### src/design/hrlp_pkg.sv
// ============================================================================
// hrlp_pkg - shared types and constants for the HTTP request line parser
// Holds the phase and status codes, the parser state and result words, and
// the character tables used to match the method and the version text.
// ============================================================================
package hrlp_pkg;

    // Parser phase
    typedef enum logic [1:0] {
        PH_DONE    = 2'd0,
        PH_METHOD  = 2'd1,
        PH_PATH    = 2'd2,
        PH_VERSION = 2'd3
    } phase_t;

    // Verdict status codes
    typedef enum logic [1:0] {
        ST_OK          = 2'd0,
        ST_BAD_METHOD  = 2'd1,
        ST_BAD_PATH    = 2'd2,
        ST_BAD_VERSION = 2'd3
    } status_t;

    // Result kinds
    localparam logic KIND_PATH    = 1'b0;
    localparam logic KIND_VERDICT = 1'b1;

    // Method and version codes
    localparam logic METHOD_GET  = 1'b0;
    localparam logic METHOD_POST = 1'b1;
    localparam logic VER_1_1     = 1'b0;
    localparam logic VER_1_0     = 1'b1;

    // Configuration register indexes
    localparam logic CFG_POST_ENABLED       = 1'b0;
    localparam logic CFG_PATH_CHECK_ENABLED = 1'b1;

    // Characters
    localparam logic [7:0] CH_SPACE = 8'h20;
    localparam logic [7:0] CH_SLASH = 8'h2F;
    localparam logic [7:0] CH_ZERO  = 8'h30;
    localparam logic [7:0] CH_ONE   = 8'h31;
    localparam logic [7:0] CH_G     = 8'h47;
    localparam logic [7:0] CH_P     = 8'h50;

    // Lengths of the matched texts ("GET ", "POST ", "HTTP/1.")
    localparam logic [2:0] GET_LEN  = 3'd4;
    localparam logic [2:0] POST_LEN = 3'd5;
    localparam logic [2:0] VER_LEN  = 3'd7;

    // Parser state word
    typedef struct packed {
        phase_t     phase;
        logic [2:0] pos;
        logic       method_seen;
        logic       path_started;
    } state_t;

    // Result word
    typedef struct packed {
        logic       kind;
        logic [7:0] path_byte;
        logic       method;
        logic       version;
        status_t    status;
        logic       last;
    } result_t;

    // Expected byte of "GET " at a position
    function automatic logic [7:0] get_char(input logic [2:0] p);
        logic [7:0] c;
        unique case (p)
            3'd0:    c = 8'h47;
            3'd1:    c = 8'h45;
            3'd2:    c = 8'h54;
            3'd3:    c = 8'h20;
            default: c = 8'h00;
        endcase
        return c;
    endfunction

    // Expected byte of "POST " at a position
    function automatic logic [7:0] post_char(input logic [2:0] p);
        logic [7:0] c;
        unique case (p)
            3'd0:    c = 8'h50;
            3'd1:    c = 8'h4F;
            3'd2:    c = 8'h53;
            3'd3:    c = 8'h54;
            3'd4:    c = 8'h20;
            default: c = 8'h00;
        endcase
        return c;
    endfunction

    // Expected byte of "HTTP/1." at a position
    function automatic logic [7:0] ver_char(input logic [2:0] p);
        logic [7:0] c;
        unique case (p)
            3'd0:    c = 8'h48;
            3'd1:    c = 8'h54;
            3'd2:    c = 8'h54;
            3'd3:    c = 8'h50;
            3'd4:    c = 8'h2F;
            3'd5:    c = 8'h31;
            3'd6:    c = 8'h2E;
            default: c = 8'h00;
        endcase
        return c;
    endfunction

endpackage

### src/design/hrlp_decode.sv
// ============================================================================
// hrlp_decode - per-byte parser step
// Combinational next state and result for one byte, given the current
// parser state and the configuration bits.
// ============================================================================
module hrlp_decode (
    input  logic             [7:0] data_byte,
    input  logic                   first,
    input  logic                   post_enabled,
    input  logic                   path_check_enabled,
    input  hrlp_pkg::state_t       cur,
    output hrlp_pkg::state_t       nxt,
    output logic                   res_valid,
    output hrlp_pkg::result_t      res
);

    hrlp_pkg::state_t eff;
    logic [2:0]       meth_len;
    logic [7:0]       meth_want;

    // Restart on the first byte of a line
    always_comb
    begin
        eff = cur;
        if (first)
        begin
            eff.phase        = hrlp_pkg::PH_METHOD;
            eff.pos          = 3'd0;
            eff.method_seen  = hrlp_pkg::METHOD_GET;
            eff.path_started = 1'b0;
        end
    end

    assign meth_len  = eff.method_seen ? hrlp_pkg::POST_LEN : hrlp_pkg::GET_LEN;
    assign meth_want = eff.method_seen ? hrlp_pkg::post_char(eff.pos)
                                       : hrlp_pkg::get_char(eff.pos);

    // Next state
    always_comb
    begin
        nxt = eff;
        unique case (eff.phase)
            hrlp_pkg::PH_METHOD:
            begin
                if (eff.pos == 3'd0)
                begin
                    if (data_byte == hrlp_pkg::CH_G)
                    begin
                        nxt.method_seen = hrlp_pkg::METHOD_GET;
                        nxt.pos         = 3'd1;
                    end
                    else if (data_byte == hrlp_pkg::CH_P && post_enabled)
                    begin
                        nxt.method_seen = hrlp_pkg::METHOD_POST;
                        nxt.pos         = 3'd1;
                    end
                    else
                    begin
                        nxt.phase = hrlp_pkg::PH_DONE;
                        nxt.pos   = 3'd0;
                    end
                end
                else if (eff.pos >= meth_len || data_byte != meth_want)
                begin
                    nxt.phase = hrlp_pkg::PH_DONE;
                    nxt.pos   = 3'd0;
                end
                else if (eff.pos + 3'd1 == meth_len)
                begin
                    nxt.phase = hrlp_pkg::PH_PATH;
                    nxt.pos   = 3'd0;
                end
                else
                begin
                    nxt.pos = eff.pos + 3'd1;
                end
            end
            hrlp_pkg::PH_PATH:
            begin
                if (data_byte == hrlp_pkg::CH_SPACE)
                begin
                    nxt.phase = (path_check_enabled && !eff.path_started)
                                ? hrlp_pkg::PH_DONE : hrlp_pkg::PH_VERSION;
                    nxt.pos   = 3'd0;
                end
                else if (path_check_enabled && !eff.path_started
                         && data_byte != hrlp_pkg::CH_SLASH)
                begin
                    nxt.phase = hrlp_pkg::PH_DONE;
                    nxt.pos   = 3'd0;
                end
                else
                begin
                    nxt.path_started = 1'b1;
                end
            end
            hrlp_pkg::PH_VERSION:
            begin
                if (eff.pos < hrlp_pkg::VER_LEN
                    && data_byte == hrlp_pkg::ver_char(eff.pos))
                begin
                    nxt.pos = eff.pos + 3'd1;
                end
                else
                begin
                    nxt.phase = hrlp_pkg::PH_DONE;
                    nxt.pos   = 3'd0;
                end
            end
            hrlp_pkg::PH_DONE:
            begin
                nxt = eff;
            end
        endcase
    end

    // Result
    always_comb
    begin
        res_valid     = 1'b0;
        res.kind      = hrlp_pkg::KIND_VERDICT;
        res.path_byte = 8'h00;
        res.method    = eff.method_seen;
        res.version   = hrlp_pkg::VER_1_1;
        res.status    = hrlp_pkg::ST_OK;
        res.last      = 1'b1;
        unique case (eff.phase)
            hrlp_pkg::PH_METHOD:
            begin
                if (eff.pos == 3'd0)
                begin
                    if (!(data_byte == hrlp_pkg::CH_G
                          || (data_byte == hrlp_pkg::CH_P && post_enabled)))
                    begin
                        res_valid  = 1'b1;
                        res.status = hrlp_pkg::ST_BAD_METHOD;
                    end
                end
                else if (eff.pos >= meth_len || data_byte != meth_want)
                begin
                    res_valid  = 1'b1;
                    res.status = hrlp_pkg::ST_BAD_METHOD;
                end
            end
            hrlp_pkg::PH_PATH:
            begin
                if (data_byte == hrlp_pkg::CH_SPACE)
                begin
                    if (path_check_enabled && !eff.path_started)
                    begin
                        res_valid  = 1'b1;
                        res.status = hrlp_pkg::ST_BAD_PATH;
                    end
                end
                else if (path_check_enabled && !eff.path_started
                         && data_byte != hrlp_pkg::CH_SLASH)
                begin
                    res_valid  = 1'b1;
                    res.status = hrlp_pkg::ST_BAD_PATH;
                end
                else
                begin
                    // Pass the path byte through
                    res_valid     = 1'b1;
                    res.kind      = hrlp_pkg::KIND_PATH;
                    res.path_byte = data_byte;
                    res.method    = hrlp_pkg::METHOD_GET;
                    res.last      = 1'b0;
                end
            end
            hrlp_pkg::PH_VERSION:
            begin
                if (eff.pos < hrlp_pkg::VER_LEN)
                begin
                    if (data_byte != hrlp_pkg::ver_char(eff.pos))
                    begin
                        res_valid  = 1'b1;
                        res.status = hrlp_pkg::ST_BAD_VERSION;
                    end
                end
                else
                begin
                    res_valid = 1'b1;
                    if (data_byte == hrlp_pkg::CH_ONE)
                        res.version = hrlp_pkg::VER_1_1;
                    else if (data_byte == hrlp_pkg::CH_ZERO)
                        res.version = hrlp_pkg::VER_1_0;
                    else
                        res.status = hrlp_pkg::ST_BAD_VERSION;
                end
            end
            hrlp_pkg::PH_DONE:
            begin
                res_valid = 1'b0;
            end
        endcase
    end

endmodule

### src/design/hrlp_out_reg.sv
// ============================================================================
// hrlp_out_reg - result register
// Holds one result word for the master side and refills in the same cycle
// that the held word is taken.
// ============================================================================
module hrlp_out_reg (
    input  logic               clk,
    input  logic               rst_n,
    input  logic               load,
    output logic               ready,
    input  hrlp_pkg::result_t  res,
    output logic               m_axis_tvalid,
    input  logic               m_axis_tready,
    output logic        [15:0] m_axis_tdata,  // path_byte[7:0], method, version, status[1:0]
    output logic               m_axis_tuser,  // kind
    output logic               m_axis_tlast   // last
);

    logic              valid_reg;
    logic              valid_next;
    hrlp_pkg::result_t data_reg;

    // Free when empty or when the held word leaves this cycle
    assign ready = !valid_reg || m_axis_tready;

    always_comb
    begin
        valid_next = valid_reg;
        if (load)
            valid_next = 1'b1;
        else if (m_axis_tready)
            valid_next = 1'b0;
    end

    always_ff @(posedge clk or negedge rst_n)
    begin
        if (!rst_n)
            valid_reg <= 1'b0;
        else
            valid_reg <= valid_next;
    end

    // Capture the result word
    always_ff @(posedge clk)
    begin
        if (load)
            data_reg <= res;
    end

    assign m_axis_tvalid = valid_reg;
    assign m_axis_tdata  = {4'b0000, data_reg.status, data_reg.version,
                            data_reg.method, data_reg.path_byte};
    assign m_axis_tuser  = data_reg.kind;
    assign m_axis_tlast  = data_reg.last;

endmodule

### src/design/http_request_line_parser.sv
// ============================================================================
// http_request_line_parser - streaming HTTP/1.x request line parser
// Matches the method, passes path bytes through and gives one verdict per
// request line.
// ============================================================================
// Usage:
//   Slave side: one byte per word in s_axis_tdata[7:0]; s_axis_tuser set on
//   the first byte of a request line restarts the parser at that byte.
//   Master side: zero or one word per input byte. s_axis_tuser-style kind on
//   m_axis_tuser (0 path byte, 1 verdict); m_axis_tdata carries path_byte,
//   method, version and status; m_axis_tlast marks the verdict.
//   Bytes after a verdict give nothing until the next first-byte flag.
//   Configuration: cfg_we writes cfg_wdata into register cfg_addr (0 POST
//   enable, 1 path check enable) at the clock edge; write only while idle.
// Timing:
//   A byte passes an input register and one step of the parser FSM into the
//   result register, from which its result word is offered on the master
//   side. One byte per cycle is sustained while the master side takes every
//   result word; the FSM step is one compare per byte against a small
//   character table.
//   When the master side stalls, the result register holds its word and the
//   input register holds the next byte; s_axis_tready drops only when both
//   are full.
//   Reset clears both registers, puts the parser in the done phase and sets
//   both configuration bits.
// ============================================================================
module http_request_line_parser (
    input  logic        clk,
    input  logic        rst_n,
    input  logic        s_axis_tvalid,
    output logic        s_axis_tready,
    input  logic  [7:0] s_axis_tdata,   // data_byte[7:0]
    input  logic        s_axis_tuser,   // first
    output logic        m_axis_tvalid,
    input  logic        m_axis_tready,
    output logic [15:0] m_axis_tdata,   // path_byte[7:0], method, version, status[1:0]
    output logic        m_axis_tuser,   // kind
    output logic        m_axis_tlast,   // last
    input  logic        cfg_we,
    input  logic        cfg_addr,
    input  logic        cfg_wdata
);

    logic              in_valid_reg;
    logic              in_valid_next;
    logic [7:0]        in_byte_reg;
    logic              in_first_reg;
    logic              post_enabled_reg;
    logic              path_check_enabled_reg;
    hrlp_pkg::state_t  state_reg;
    hrlp_pkg::state_t  state_next;
    logic              res_valid;
    hrlp_pkg::result_t res;
    logic              out_ready;
    logic              advance;
    logic              s_accept;

    // Step the held byte when its result, if any, has room
    assign advance       = in_valid_reg && (!res_valid || out_ready);
    assign s_axis_tready = !in_valid_reg || advance;
    assign s_accept      = s_axis_tvalid && s_axis_tready;

    // Input register
    always_comb
    begin
        in_valid_next = in_valid_reg;
        if (s_accept)
            in_valid_next = 1'b1;
        else if (advance)
            in_valid_next = 1'b0;
    end

    always_ff @(posedge clk or negedge rst_n)
    begin
        if (!rst_n)
            in_valid_reg <= 1'b0;
        else
            in_valid_reg <= in_valid_next;
    end

    always_ff @(posedge clk)
    begin
        if (s_accept)
        begin
            in_byte_reg  <= s_axis_tdata;
            in_first_reg <= s_axis_tuser;
        end
    end

    // Configuration registers
    always_ff @(posedge clk or negedge rst_n)
    begin
        if (!rst_n)
        begin
            post_enabled_reg       <= 1'b1;
            path_check_enabled_reg <= 1'b1;
        end
        else if (cfg_we)
        begin
            unique case (cfg_addr)
                hrlp_pkg::CFG_POST_ENABLED:       post_enabled_reg       <= cfg_wdata;
                hrlp_pkg::CFG_PATH_CHECK_ENABLED: path_check_enabled_reg <= cfg_wdata;
                default:                          post_enabled_reg       <= post_enabled_reg;
            endcase
        end
    end

    // Parser state
    always_ff @(posedge clk or negedge rst_n)
    begin
        if (!rst_n)
        begin
            state_reg.phase        <= hrlp_pkg::PH_DONE;
            state_reg.pos          <= 3'd0;
            state_reg.method_seen  <= hrlp_pkg::METHOD_GET;
            state_reg.path_started <= 1'b0;
        end
        else if (advance)
        begin
            state_reg <= state_next;
        end
    end

    hrlp_decode u_decode (
        .data_byte          (in_byte_reg),
        .first              (in_first_reg),
        .post_enabled       (post_enabled_reg),
        .path_check_enabled (path_check_enabled_reg),
        .cur                (state_reg),
        .nxt                (state_next),
        .res_valid          (res_valid),
        .res                (res)
    );

    hrlp_out_reg u_out_reg (
        .clk           (clk),
        .rst_n         (rst_n),
        .load          (advance && res_valid),
        .ready         (out_ready),
        .res           (res),
        .m_axis_tvalid (m_axis_tvalid),
        .m_axis_tready (m_axis_tready),
        .m_axis_tdata  (m_axis_tdata),
        .m_axis_tuser  (m_axis_tuser),
        .m_axis_tlast  (m_axis_tlast)
    );

`ifndef SYNTHESIS
    // A verdict leaves the parser in the done phase
    a_verdict_done: assert property (@(posedge clk) disable iff (!rst_n)
        advance && res_valid && res.kind == hrlp_pkg::KIND_VERDICT
        |=> state_reg.phase == hrlp_pkg::PH_DONE)
        else $error("parser not done after verdict");

    // Input stalls only while a byte is held
    a_stall_held: assert property (@(posedge clk) disable iff (!rst_n)
        !s_axis_tready |-> in_valid_reg)
        else $error("input stalled with empty input register");

    // Path bytes carry ok status and no last mark
    a_path_word: assert property (@(posedge clk) disable iff (!rst_n)
        m_axis_tvalid && m_axis_tuser == hrlp_pkg::KIND_PATH
        |-> m_axis_tdata[11:10] == hrlp_pkg::ST_OK && !m_axis_tlast)
        else $error("path word with status or last set");

    // Version is only reported on an ok verdict
    a_version_ok: assert property (@(posedge clk) disable iff (!rst_n)
        m_axis_tvalid && m_axis_tdata[11:10] != hrlp_pkg::ST_OK
        |-> m_axis_tdata[9] == hrlp_pkg::VER_1_1)
        else $error("version set on failed verdict");
`endif

endmodule

### config.mk
export PLATFORM = sky130hd
export DESIGN_NAME = http_request_line_parser
export DESIGN_NICKNAME = d
export VERILOG_FILES = /design/src/design/hrlp_pkg.sv /design/src/design/hrlp_decode.sv /design/src/design/hrlp_out_reg.sv /design/src/design/http_request_line_parser.sv
export SDC_FILE = /design/constraint.sdc
export NUM_CORES = 1
export LEC_CHECK = 0
export BUFFER_PORTS_ARGS = -buffer_cell sky130_fd_sc_hd__buf_2
export CAP_MARGIN = 20
export CORE_MARGIN = 2
export CORE_UTILIZATION = 55
export CTS_BUF_LIST = sky130_fd_sc_hd__clkbuf_16
export DETAILED_ROUTE_END_ITERATION = 12
export PLACE_DENSITY = 0.78
export SETUP_SLACK_MARGIN = 0.5
export SYNTH_ARGS = -nofsm -noshare
export SYNTH_HDL_FRONTEND = slang
export SYNTH_SLANG_ARGS = --single-unit
### constraint.sdc
create_clock -name clk -period 7.75 [get_ports clk]
set_input_delay 1.1625 -clock clk [delete_from_list [all_inputs] [get_ports clk]]
set_output_delay 1.1625 -clock clk [all_outputs]
set_load 0.03 [all_outputs]
After elaboration in Yosys (flattened, before gate mapping)
Index checks and enable logic that the tools add are counted.
{"block": "op_classes", "n_reduce_logical": 26, "n_mux": 57, "n_eq_ne": 19, "magnitude_cmp": 2, "addsub": 1, "n_bitwise": 3}
{"operator": "7-bit case mux with 6 select lines", "n": 1}
{"operator": "7-bit case mux with 5 select lines", "n": 1}
{"operator": "7-bit case mux with 4 select lines", "n": 1}
{"operator": "2-bit 2-to-1 mux", "n": 13}
{"operator": "1-bit 2-to-1 mux", "n": 25}
{"operator": "8-bit by 6-bit equality test with 1-bit output, second input constant", "n": 3}
{"operator": "8-bit 2-to-1 mux", "n": 3}
{"operator": "5-bit 2-to-1 mux", "n": 4}
{"operator": "5-bit case mux with 4 select lines", "n": 1}
{"operator": "8-bit by 7-bit equality test with 1-bit output, second input constant", "n": 2}
{"operator": "8-bit != test", "n": 2}
{"operator": "7-bit 2-to-1 mux", "n": 2}
{"operator": "10-bit 2-to-1 mux", "n": 1}
{"operator": "3-bit equality test, second input constant", "n": 3}
{"operator": "8-bit equality test", "n": 1}
{"operator": "8-bit by 6-bit != test with 1-bit output, second input constant", "n": 1}
{"operator": "1-bit logical AND", "n": 7}
{"operator": "3-bit by 2-bit equality test with 1-bit output, second input constant", "n": 2}
{"operator": "3-bit 2-to-1 mux", "n": 2}
{"operator": "2-bit case mux with 3 select lines", "n": 1}
{"operator": "3-bit OR reduction", "n": 2}
{"operator": "1-bit logical OR", "n": 5}
{"operator": "2-bit equality test, second input constant", "n": 2}
{"operator": "1-bit logical NOT", "n": 4}
{"operator": "other kinds (14)", "n": 19}
{"block": "word_totals", "word_cells": 124, "input_bits": 16, "register_bits": 34}

Longest topological paths before layout
Gate-level depths: netlist (run 1).
{"block": "depth", "ltp_word": 16, "depth_mapped": 14, "ltp_nobuf": 12}

Cells and area by module
A second synthesis (run 1) with hierarchy kept.
{"block": "hier_totals", "cells_unflattened": 221, "hier_area_um2": 2247.2}
{"module": "hrlp_decode", "instances": 1, "cells_per_inst": 163, "area_each_um2": 1063.5}
{"module": "http_request_line_parser", "instances": 1, "cells_per_inst": 36, "area_each_um2": 681.9}
{"module": "hrlp_out_reg", "instances": 1, "cells_per_inst": 22, "area_each_um2": 501.7}

Least setup slack after synthesis (run 1)
No wires, ideal clock.
{"block": "synth_path", "kind": "register to output", "start": "register in_first_reg", "end": "output port s_axis_tready", "t_arrival_ps": 3008, "required_ps": 6588, "slack_ps": 3579, "path_buffers": 1, "stages_incl_launch_ff": 12, "cell_sequence": "edfxtp_1 > clkbuf_1 > nand2b_1 > inv_1 > ha_1 > or4b_1 > nand2_1 > nand3_1 > a2111oi_2 > a21oi_2 > a211o_1 > nand3_1"}
{"block": "synth_between", "elab_chain_cells": 14}
{"element": "from (decl)", "line_no": "http_request_line_parser.sv:47", "rtl": "logic in_first_reg;"}
{"element": "from (signal assigned)", "line_no": "http_request_line_parser.sv:86", "rtl": "in_first_reg <= s_axis_tuser;"}
{"element": "7-bit 2-to-1 mux *", "line_no": "hrlp_decode.sv:25", "rtl": "if (first)"}
{"element": "3-bit by 1-bit equality test with 1-bit output or 3-bit by 2-bit equality test with 1-bit output (tied branches)", "line_no": "hrlp_pkg.sv:72, hrlp_pkg.sv:85, hrlp_pkg.sv:99"}
{"element": "2-bit OR reduction (no source line)"}
{"element": "7-bit case mux with 6 select lines", "line_no": "hrlp_pkg.sv:99", "rtl": "unique case (p)"}
{"element": "8-bit 2-to-1 mux", "line_no": "hrlp_decode.sv:173", "rtl": "if (eff.pos < hrlp_pkg::VER_LEN)"}
{"element": "8-bit 2-to-1 mux", "line_no": "hrlp_decode.sv:127", "rtl": "unique case (eff.phase)"}
{"element": "8-bit != test", "line_no": "hrlp_decode.sv:175", "rtl": "if (data_byte != hrlp_pkg::ver_char(eff.pos))"}
{"element": "1-bit 2-to-1 mux", "line_no": "hrlp_decode.sv:175"}
{"element": "1-bit 2-to-1 mux", "line_no": "hrlp_decode.sv:173"}
{"element": "1-bit case mux with 4 select lines *", "line_no": "hrlp_decode.sv:127"}
{"element": "1-bit logical NOT *", "line_no": "http_request_line_parser.sv:59", "rtl": "assign advance = in_valid_reg && (!res_valid || out_ready);"}
{"element": "1-bit logical OR *", "line_no": "http_request_line_parser.sv:59"}
{"element": "1-bit logical AND *", "line_no": "http_request_line_parser.sv:59"}
{"element": "1-bit logical OR *", "line_no": "http_request_line_parser.sv:60", "rtl": "assign s_axis_tready = !in_valid_reg || advance;"}
{"element": "to (decl)", "line_no": "http_request_line_parser.sv:31", "rtl": "output logic s_axis_tready,"}
Mark *: on every way between the ends. The rest lies on a longest branch, timed or not. The select of a mux whose other input is x is not followed.

Worst setup path after layout (run 1)
Ends and elaborated chain as after synthesis.

==> results of run 1 <==
-- worst paths after layout --
path	end	cells after the start	slack [ns]	from
hold / removal	state_reg[0]	1	0.53	state_reg[0]
hold reg to reg	state_reg[0]	1	0.53	state_reg[0]
setup / recovery	s_axis_tready	11	3.00	in_first_reg
setup reg to reg	u_out_reg.m_axis_tdata[7]	11	3.80	in_first_reg
min in group asynchronous	state_reg[1]	1	0.74	rst_n
max in group asynchronous	post_enabled_reg	1	6.75	rst_n
-- power by group through the flow --
stage | logic (mW) | clock network, mW | registers [mW]
final | 0.140 | 0.219 | 0.238
after global routing | 0.155 | 0.229 | 0.240
after CTS | 0.138 | 0.220 | 0.236
after detailed placement | 0.136 | 0 | 0.239
after global placement | 0.135 | 0 | 0.240
after floorplan | 0.102 | 0 | 0.241
-- worst register-to-register path, stage by stage (launching register included) --
cell and delay, ns:
edfxtp_1 0.70, nand2b_1 0.28, inv_1 0.10, ha_1 0.29, nor3_1 0.40, nand2_1 0.15, nand3_1 0.12, a311oi_1 0.10
nand4_1 0.24, a211o_1 0.33, nand2_1 0.09, nor2_1 0.78
-- final cells by class --
cell class	instances	area, µm²	area share
well taps	48	60.1	0.0248
flip-flops and latches	33	938	0.388
repair buffers	32	163	0.0673
clock buffers	5	125	0.0517
multi-input cells	162	1040	0.431
inverters	13	51.3	0.0212
clock inverters	3	37.5	0.0155
-- cell usage in the layout (no fill, tap or decap), types with 2 or more instances in the layout --
master	synthesis	final
a21o_1	5	5
a21oi_1	9	9
a21oi_2	2	2
a311oi_1	2	2
a31oi_1	5	5
and2_1	6	6
and3_1	4	4
buf_2	1	31
clkbuf_16	0	5
conb_1	1	4
dfrtp_1	9	9
dfstp_2	2	2
edfxtp_1	22	22
ha_1	6	6
inv_1	11	12
mux2_1	2	2
mux2_2	2	2
mux2i_1	2	2
nand2_1	16	16
nand2b_1	5	5
nand3_1	7	7
nand3b_1	2	2
nand4_1	4	4
nor2_1	18	18
nor2b_1	4	4
nor3_1	6	6
nor3b_1	2	2
nor4_1	2	2
nor4b_1	3	3
o21ai_0	14	14
o31a_1	2	2
o31ai_1	2	2
o41ai_1	2	2
xnor2_1	4	4
-- cells by family (layout without fill, tap and decap cells) --
| kind of cell | after synthesis | count (layout) | share of synthesized area |
|---|---|---|---|
| xor+xnor | 4 | 4 | 0.0163 |
| other cells | 1 | 4 | 0.00175 |
| simple gates | 85 | 85 | 0.213 |
| mux | 6 | 6 | 0.0303 |
| fa+ha+maj | 6 | 6 | 0.0350 |
| compound gates | 57 | 57 | 0.185 |
| buf+inv | 32 | 53 | 0.0822 |
| flops | 33 | 33 | 0.437 |
-- metal layers --
layer / global-route usage / share of wire / up-vias
li1: - / - / 860
met2: 0.384 / 0.46 / 107
met3: 0.0541 / 0.085 / 14
met5: 0 / 0 / -
met4: 0.107 / 0.020 / 0
met1: 0.337 / 0.43 / 828
==> flow_summary.toml, run 1 <==
[outcome]
status = "finished clean"

[sta]
rsz0062_at_grt = "no"
finalCritPeriodShare = 0.613
finalHoldViolations = 0
finalClockSkew_ns = 0.00444
tns_ns = 0
finalSetupViolations = 0
worst_slew_pin_slew_ns = 1.04
min_period_ns = 4.75
slew_violations = 0
fmax_ghz = 0.210
slew_headroom = 0.307
timing.hold.ws_ns = 0.532
setup_slack_ns = 3.00

[logic_synthesis]
ys_top_cells_by_count = "edfxtp_1 (22), nor2_1 (18), nand2_1 (16), o21ai_0 (14), inv_1 (11)"
synth_ff_type = "edfxtp_1"
synth_top_cell_area_share = 0.308
synth_top_area_cell = "edfxtp_1"
ys_warn_count = 0
yosysMostFrequentCell = "edfxtp_1"
async_flop_share = 0.333
synth_edf_count = 22
synth-seq-area-share = 0.437
netlist_instances = 224
synth_area_per_cell_um2 = 9.59
ys_ff_latch = 33
synthTopCellsByArea = "edfxtp_1 (31%), dfrtp_1 (10%), ha_1 (3.5%)"
synth_area_mm2 = 0.00215
synth_cell_types = 58

[setup_path]
cp_slowest_cell = "edfxtp_1"
crit_type = "reg2out"
worstPathCellList = "nand2b_1, inv_1, ha_1, or4b_1, nand2_1, nand3_1, a2111oi_2, a21oi_2, a211o_1, nand3_1, buf_2"
arrival_ns = 3.59
critPathCaptureType = "primary output"
crit_path_start_kind = "flip-flop"
path_max_fanout = 18
path_buf_inv = 2
cpPeakStageDelay_ns = 0.70
crit_required_ns = 6.59
critPathTopFamily = "simple AND/OR/NAND/NOR gates"
crit_path_frequent_cell = "nand3_1"

[drt]
drt-total-wl_um = 5070
drtIter0Drc = 205
ant_nets = 0
drc_errors = 0
drtPass1Iterations = 5
via_per_inst = 6.11
wl_per_cell_um = 17.1
vias = 1809

[cells_and_area]
drive_above_1_share = 0.202
area_delta_synth_final_pct = 12.6
fin_nets = 269
finalInstanceArea_mm2 = 0.00242
antenna_cells = 0
fillers = 314
fin_util = 0.651
final_cells = 296
largest_register_ffs = 12

[pwr]
ir_drop_mv = 0.150
seq_power_share = 0.399
power.combinational.fraction = 0.235
power.internal_mw = 0.411
static-leakage-power_nw = 0.999
powerDensity_mw_per_mm2 = 247
clkPwrFrac = 0.367
p_total_mw = 0.596
switching_share = 0.312
p_switching_mw = 0.186

[die]
rows = 22
core_mm2 = 0.00372
pin_count = 36
fp.dieW_um = 66.5
die_h_um = 66.5
initial_core_util = 0.578
die_area_mm2 = 0.00442

[clock_network]
cts_hold_buf = 0
cts_tree = "built"
cts_root_buf = "clkbuf_16"
cts_max_path_buffers = 2
cts_made_buffers = 5
cts-htree-levels = 2
postCtsResizedCells = 0
post_cts_buffers = 0
clock_latency_ns = 0.28
path_clk_slew_ns = 0.05
cts.sink_count = 33

[place]
dp_cells = 287
placed_area_mm2 = 0.00225
detailed_place_hpwl_um = 3620
place_congestion = 0.937
place_ws_ns = 3.35
portBuffers = 31

[grt]
antenna_found_initial = 0
grtUsageTotal = 0.249
grt_max_degree = 19
grt_pass1_vias = 1695
overflow = 0
grt_first_pass_wirelength_um = 8180

[worst_hold_path]
hold_path.class = "reg2reg"

[run]
maxCapViolations = 0
Power figures use the tool's default switching activity.
==> run 2: changes to the inputs <==
Clock period 7.75 ns to 4.4 ns, I/O delays scaled along.
==> run 2 against run 1 <==
Count of clock-buffer cells in the layout stayed put. First-iteration DRC count is 48% higher. Sequential cell count stayed put. Global-route usage is 0.31 points higher. Sequential power is 72% higher. Cell count is 2.0% higher. Clock power is 77% higher. Sequential share of layout area is 1.4 points lower. Combinational power is 100% higher. Register-to-register slack worse by 2.8 ns. Largest cell class unchanged. Highest routed layer unchanged.
==> flow_summary.toml, run 2 (synthesis results as in run 1) <==
[cells_and_area]
final_cell_mix = "buf_2 (30), edfxtp_1 (22), nor2_1 (18)"
area_delta_synth_final_pct = 17.3
fin_nets = 275
fillers = 293
largest_register_ffs = 12
layout_commonest_cell = "buf_2"
drive_above_1_share = 0.264
antenna_cells = 0

[drt]
drtIter0Drc = 304
drtPass1Iterations = 4
ant_nets = 0
wl_per_cell_um = 17.1
via_per_inst = 6.13
drc_errors = 0
drt-total-wl_um = 5160
vias = 1851

[sta]
timing.hold.ws_ns = 0.246
rsz0062_at_grt = "no"
finalClockSkew_ns = 0.00356
finalHoldViolations = 0
fmax_ghz = 0.265
slew_violations = 0
slew_headroom = 0.309
worst_slew_pin_slew_ns = 1.03
finalCritPeriodShare = 0.857
min_period_ns = 3.77
finalSetupViolations = 0
tns_ns = 0

[setup_path]
r2r_end = "u_out_reg.m_axis_tdata[0]"
cp_slowest_cell = "or4b_1"
arrival_ns = 3.11
path_max_fanout = 12
worstPathCellList = "nand2b_2, ha_2, or4b_1, nand2_1, nand3_1, a2111oi_4, a21oi_2, a211o_4, nand3_1, clkbuf_4"
crit_type = "reg2out"
critPathCaptureType = "primary output"
crit_path_end = "s_axis_tready"
path_buf_inv = 1
crit_path_frequent_cell = "nand3_1"
crit_path_start_kind = "flip-flop"
cpPeakStageDelay_ns = 0.47
crit_cells = 10
rrSetupSlack_ns = 0.97
crit_required_ns = 3.74
critPathTopFamily = "simple AND/OR/NAND/NOR gates"
reg2reg_from = "in_first_reg"
crit_path_start = "in_first_reg"
r2r_cells = 12

[die]
die_h_um = 66.5
pin_count = 36
fp.dieW_um = 66.5
initial_core_util = 0.578
core_mm2 = 0.00372
die_area_mm2 = 0.00442
rows = 22

[pwr]
ir_drop_mv = 0.266
powerDensity_mw_per_mm2 = 428
static-leakage-power_nw = 1.03
p_total_mw = 1.08

[clock_network]
cts_root_buf = "clkbuf_16"
path_clk_slew_ns = 0.05
cts_max_path_buffers = 2
cts_tree = "built"
cts_hold_buf = 0
clock_latency_ns = 0.28
cts_made_buffers = 5
cts.sink_count = 33
cts-htree-levels = 2

[grt]
grt_first_pass_wirelength_um = 8180
overflow = 0
grtUsageTotal = 0.252
grt_pass1_vias = 1709
antenna_found_initial = 0
grt_max_degree = 15

[outcome]
status = "finished clean"

[place]
place_congestion = 0.943
portBuffers = 31
detailed_place_hpwl_um = 3590

[run]
maxCapViolations = 0

[worst_hold_path]
hold_path.class = "in2async"
[run 2: cell types whose count changed in the layout (fill, tap and decap cells not counted), moves of 2 or more]
cell	previous run	this run
nand2b_1	5	3
dfrtp_1	9	6
buf_4	1	7
ha_1	6	3
dfrtp_2	0	3
ha_2	0	3
[run 2: power by group]
part           internal [mW]  switching [mW]  total [mW]  leakage (nW)
clock                  0.263           0.124       0.387        0.0826
combinational          0.103           0.178       0.282         0.601
sequential             0.374          0.0359       0.410         0.344
[run 2: per-layer routing]
layer,GRT usage,share of wire,routed length (µm)
met1,0.332,0.41,2120
met2,0.400,0.47,2410
met3,0.0574,0.096,495
met4,0.102,0.025,131
met5,0,0,0
[run 2: worst min path at each step]
stage / startpoint / cells past startpoint / end
2_1_floorplan: rst_n / 0 / in_valid_reg
3_3_place_gp: state_reg[0] / 1 / state_reg[0]
3_5_place_dp: state_reg[0] / 1 / state_reg[0]
4_1_cts: rst_n / 1 / state_reg[6]
5_1_grt: rst_n / 1 / u_out_reg.m_axis_tvalid
6_report: rst_n / 1 / state_reg[6]
[run 2: final cells by class]
cell class	count	area (µm²)	area share
Multi-Input combinational cell	162	1090	0.434
Sequential cell	33	942	0.374
Timing Repair Buffer	38	210	0.0835
Clock buffer	5	125	0.0497
Tap cell	48	60.1	0.0238
Inverter	13	51.3	0.0204
Clock inverter	3	37.5	0.0149
[run 2: worst register-to-register path: stages (launching register included)]
cell and delay, ns:
edfxtp_1 0.42, buf_4 0.17, nor2b_4 0.24, inv_4 0.12
ha_1 0.25, nor2_1 0.09, o21ai_0 0.07, a41oi_1 0.36
a2111oi_4 0.11, a21oi_2 0.20, a211o_4 0.17, nand2_1 0.06
nor2_1 0.78
[run 2: through the flow]
stage	instances	instance area, µm²	worst slack, ns	utilization
floorplan	227	2160	0.717	-
global placement	290	2270	0.758	0.611
detailed placement	290	2270	0.716	0.611
CTS	298	2450	0.504	0.660
global route	302	2520	0.498	0.678
finish	302	2520	0.629	0.678
[run 2: what timing repair did]
| action | CTS | global route |
|---|---|---|
| gates cloned | 0 | 0 |
| endpoints found under the setup margin | 1 | 14 |
| pin swaps | 0 | 2 |
| setup buffers | 0 | 4 |
| resized for setup | 3 | 12 |
==> run 3: changes to the inputs <==
Settings changed: CTS_BUF_LIST sky130_fd_sc_hd__clkbuf_16 to sky130_fd_sc_hd__clkbuf_2.
==> run 3 against run 2 <==
Highest routed layer unchanged. Global-route usage hardly changed. Hold slack worse by 0.14 ns. Non-clock buffer count is 1 lower.
==> flow_summary.toml, run 3 (synthesis results as in run 1) <==
[cells_and_area]
layout_commonest_cell = "buf_2"
multiInputGateArea_mm2 = 0.00111
seqCellArea_um2 = 942
area_delta_synth_final_pct = 13.5
fin_util = 0.656
drive_above_1_share = 0.269
antenna_cells = 0
fillers = 311
final_cell_mix = "buf_2 (30), edfxtp_1 (22), nor2_1 (18)"
fin_nets = 274
largest_register_ffs = 12

[drt]
drt-total-wl_um = 5100
via_per_inst = 6.22
drtIter0Drc = 231
vias = 1872
ant_nets = 0
wl_per_cell_um = 17.0
drc_errors = 0
drtPass1Iterations = 4

[setup_path]
critPathCaptureType = "primary output"
crit_path_start_kind = "flip-flop"
path_buf_inv = 2
cpPeakStageDelay_ns = 0.52
crit_type = "reg2out"
cp_slowest_cell = "or4b_1"
critPathTopFamily = "simple AND/OR/NAND/NOR gates"
arrival_ns = 3.05
worstPathCellList = "nand2b_4, inv_1, ha_2, or4b_1, nand2_1, nand3_1, a2111oi_4, a21oi_2, a211o_4, nand3_2, buf_6"
path_max_fanout = 8
crit_required_ns = 3.74

[clock_network]
cts_hold_buf = 0
cts_root_buf = "clkbuf_2"
cts_max_path_buffers = 2
cts.sink_count = 33
cts_made_buffers = 5
path_clk_slew_ns = 0.18
cts_tree = "built"
cts-htree-levels = 2
clock_latency_ns = 0.38

[pwr]
power.internal_mw = 0.575
p_switching_mw = 0.320
seq_power_share = 0.459
powerDensity_mw_per_mm2 = 367
static-leakage-power_nw = 0.990
switching_share = 0.358
power.combinational.fraction = 0.316
ir_drop_mv = 0.191
clkPwrFrac = 0.224

[grt]
grt_busiest_layer = "met2"
use_met3 = 0.0541
grt_first_pass_wirelength_um = 8270
antenna_found_initial = 0
grtUsageMet1 = 0.333
grt_pass1_vias = 1724
grt_max_degree = 15
grtUsageMet2 = 0.390
grtUsageTotal = 0.252
overflow = 0

[sta]
finalClockSkew_ns = 0.0137
worst_slew_pin_slew_ns = 1.01
finalSetupViolations = 0
min_period_ns = 3.71
slew_violations = 0
fmax_ghz = 0.270
tns_ns = 0
slew_headroom = 0.324
rsz0062_at_grt = "no"
finalHoldViolations = 0
finalCritPeriodShare = 0.843

[place]
portBuffers = 31
detailed_place_hpwl_um = 3590
place_congestion = 0.943

[outcome]
status = "finished clean"

[run]
maxCapViolations = 0

[die]
fp.dieW_um = 66.5
die_area_mm2 = 0.00442
initial_core_util = 0.578
core_mm2 = 0.00372
pin_count = 36
die_h_um = 66.5
rows = 22

[worst_hold_path]
hold_path.class = "in2async"
-- run 3: worst paths after layout --
check | end | slack (ns) | from | depth (start not counted)
min in group clk | in_byte_reg[3] | 0.45 | s_axis_tdata[3] | 1
min | state_reg[0] | 0.11 | rst_n | 1
min reg2reg | state_reg[0] | 0.57 | state_reg[0] | 1
max | s_axis_tready | 0.69 | in_first_reg | 11
max in group asynchronous | path_check_enabled_reg | 4.03 | rst_n | 1
max reg2reg | u_out_reg.m_axis_tdata[0] | 1.05 | in_first_reg | 12
-- run 3: power groups by stage --
stage | Combinational [mW] | Clock [mW] | Sequential, mW
after floorplan | 0.180 | 0 | 0.425
after global placement | 0.245 | 0 | 0.419
after detailed placement | 0.249 | 0 | 0.419
after CTS | 0.270 | 0.205 | 0.408
after global routing | 0.308 | 0.218 | 0.416
final | 0.283 | 0.201 | 0.411
-- run 3: layout make-up --
cell class              count  share of cell area
well taps                  48              0.0247
clock buffers               6              0.0123
multi-input cells         162               0.457
flip-flops and latches     33               0.387
repair buffers             37              0.0847
clock inverters             2              0.0139
inverters                  13              0.0211
-- run 3: routing by layer --
metal  up-vias  share of wire  wire (µm)
met4         0          0.030        154
met2       113           0.47       2380
li1        869              -          -
met3        19           0.10        513
met5         -              0          0
met1       871           0.40       2060
-- run 3: timing repair --
item                       in CTS  in global routing
buffers inserted                2                  1
gates resized for setup         6                 13
pin swaps                       0                  2
setup endpoints to repair       1                  1
-- run 3: stage by stage --
stage          setup slack, ns  cells  power [mW]  hold WS (ns)  instance area (µm²)
4_1_cts                  0.532    300       0.883         0.110                 2380
3_5_place_dp             0.716    290       0.668         0.527                 2270
2_1_floorplan            0.717    227       0.605         0.364                 2160
3_3_place_gp             0.758    290       0.664         0.533                 2270
5_1_grt                  0.501    301       0.943        0.0908                 2440
6_report                 0.690    301       0.895         0.110                 2440
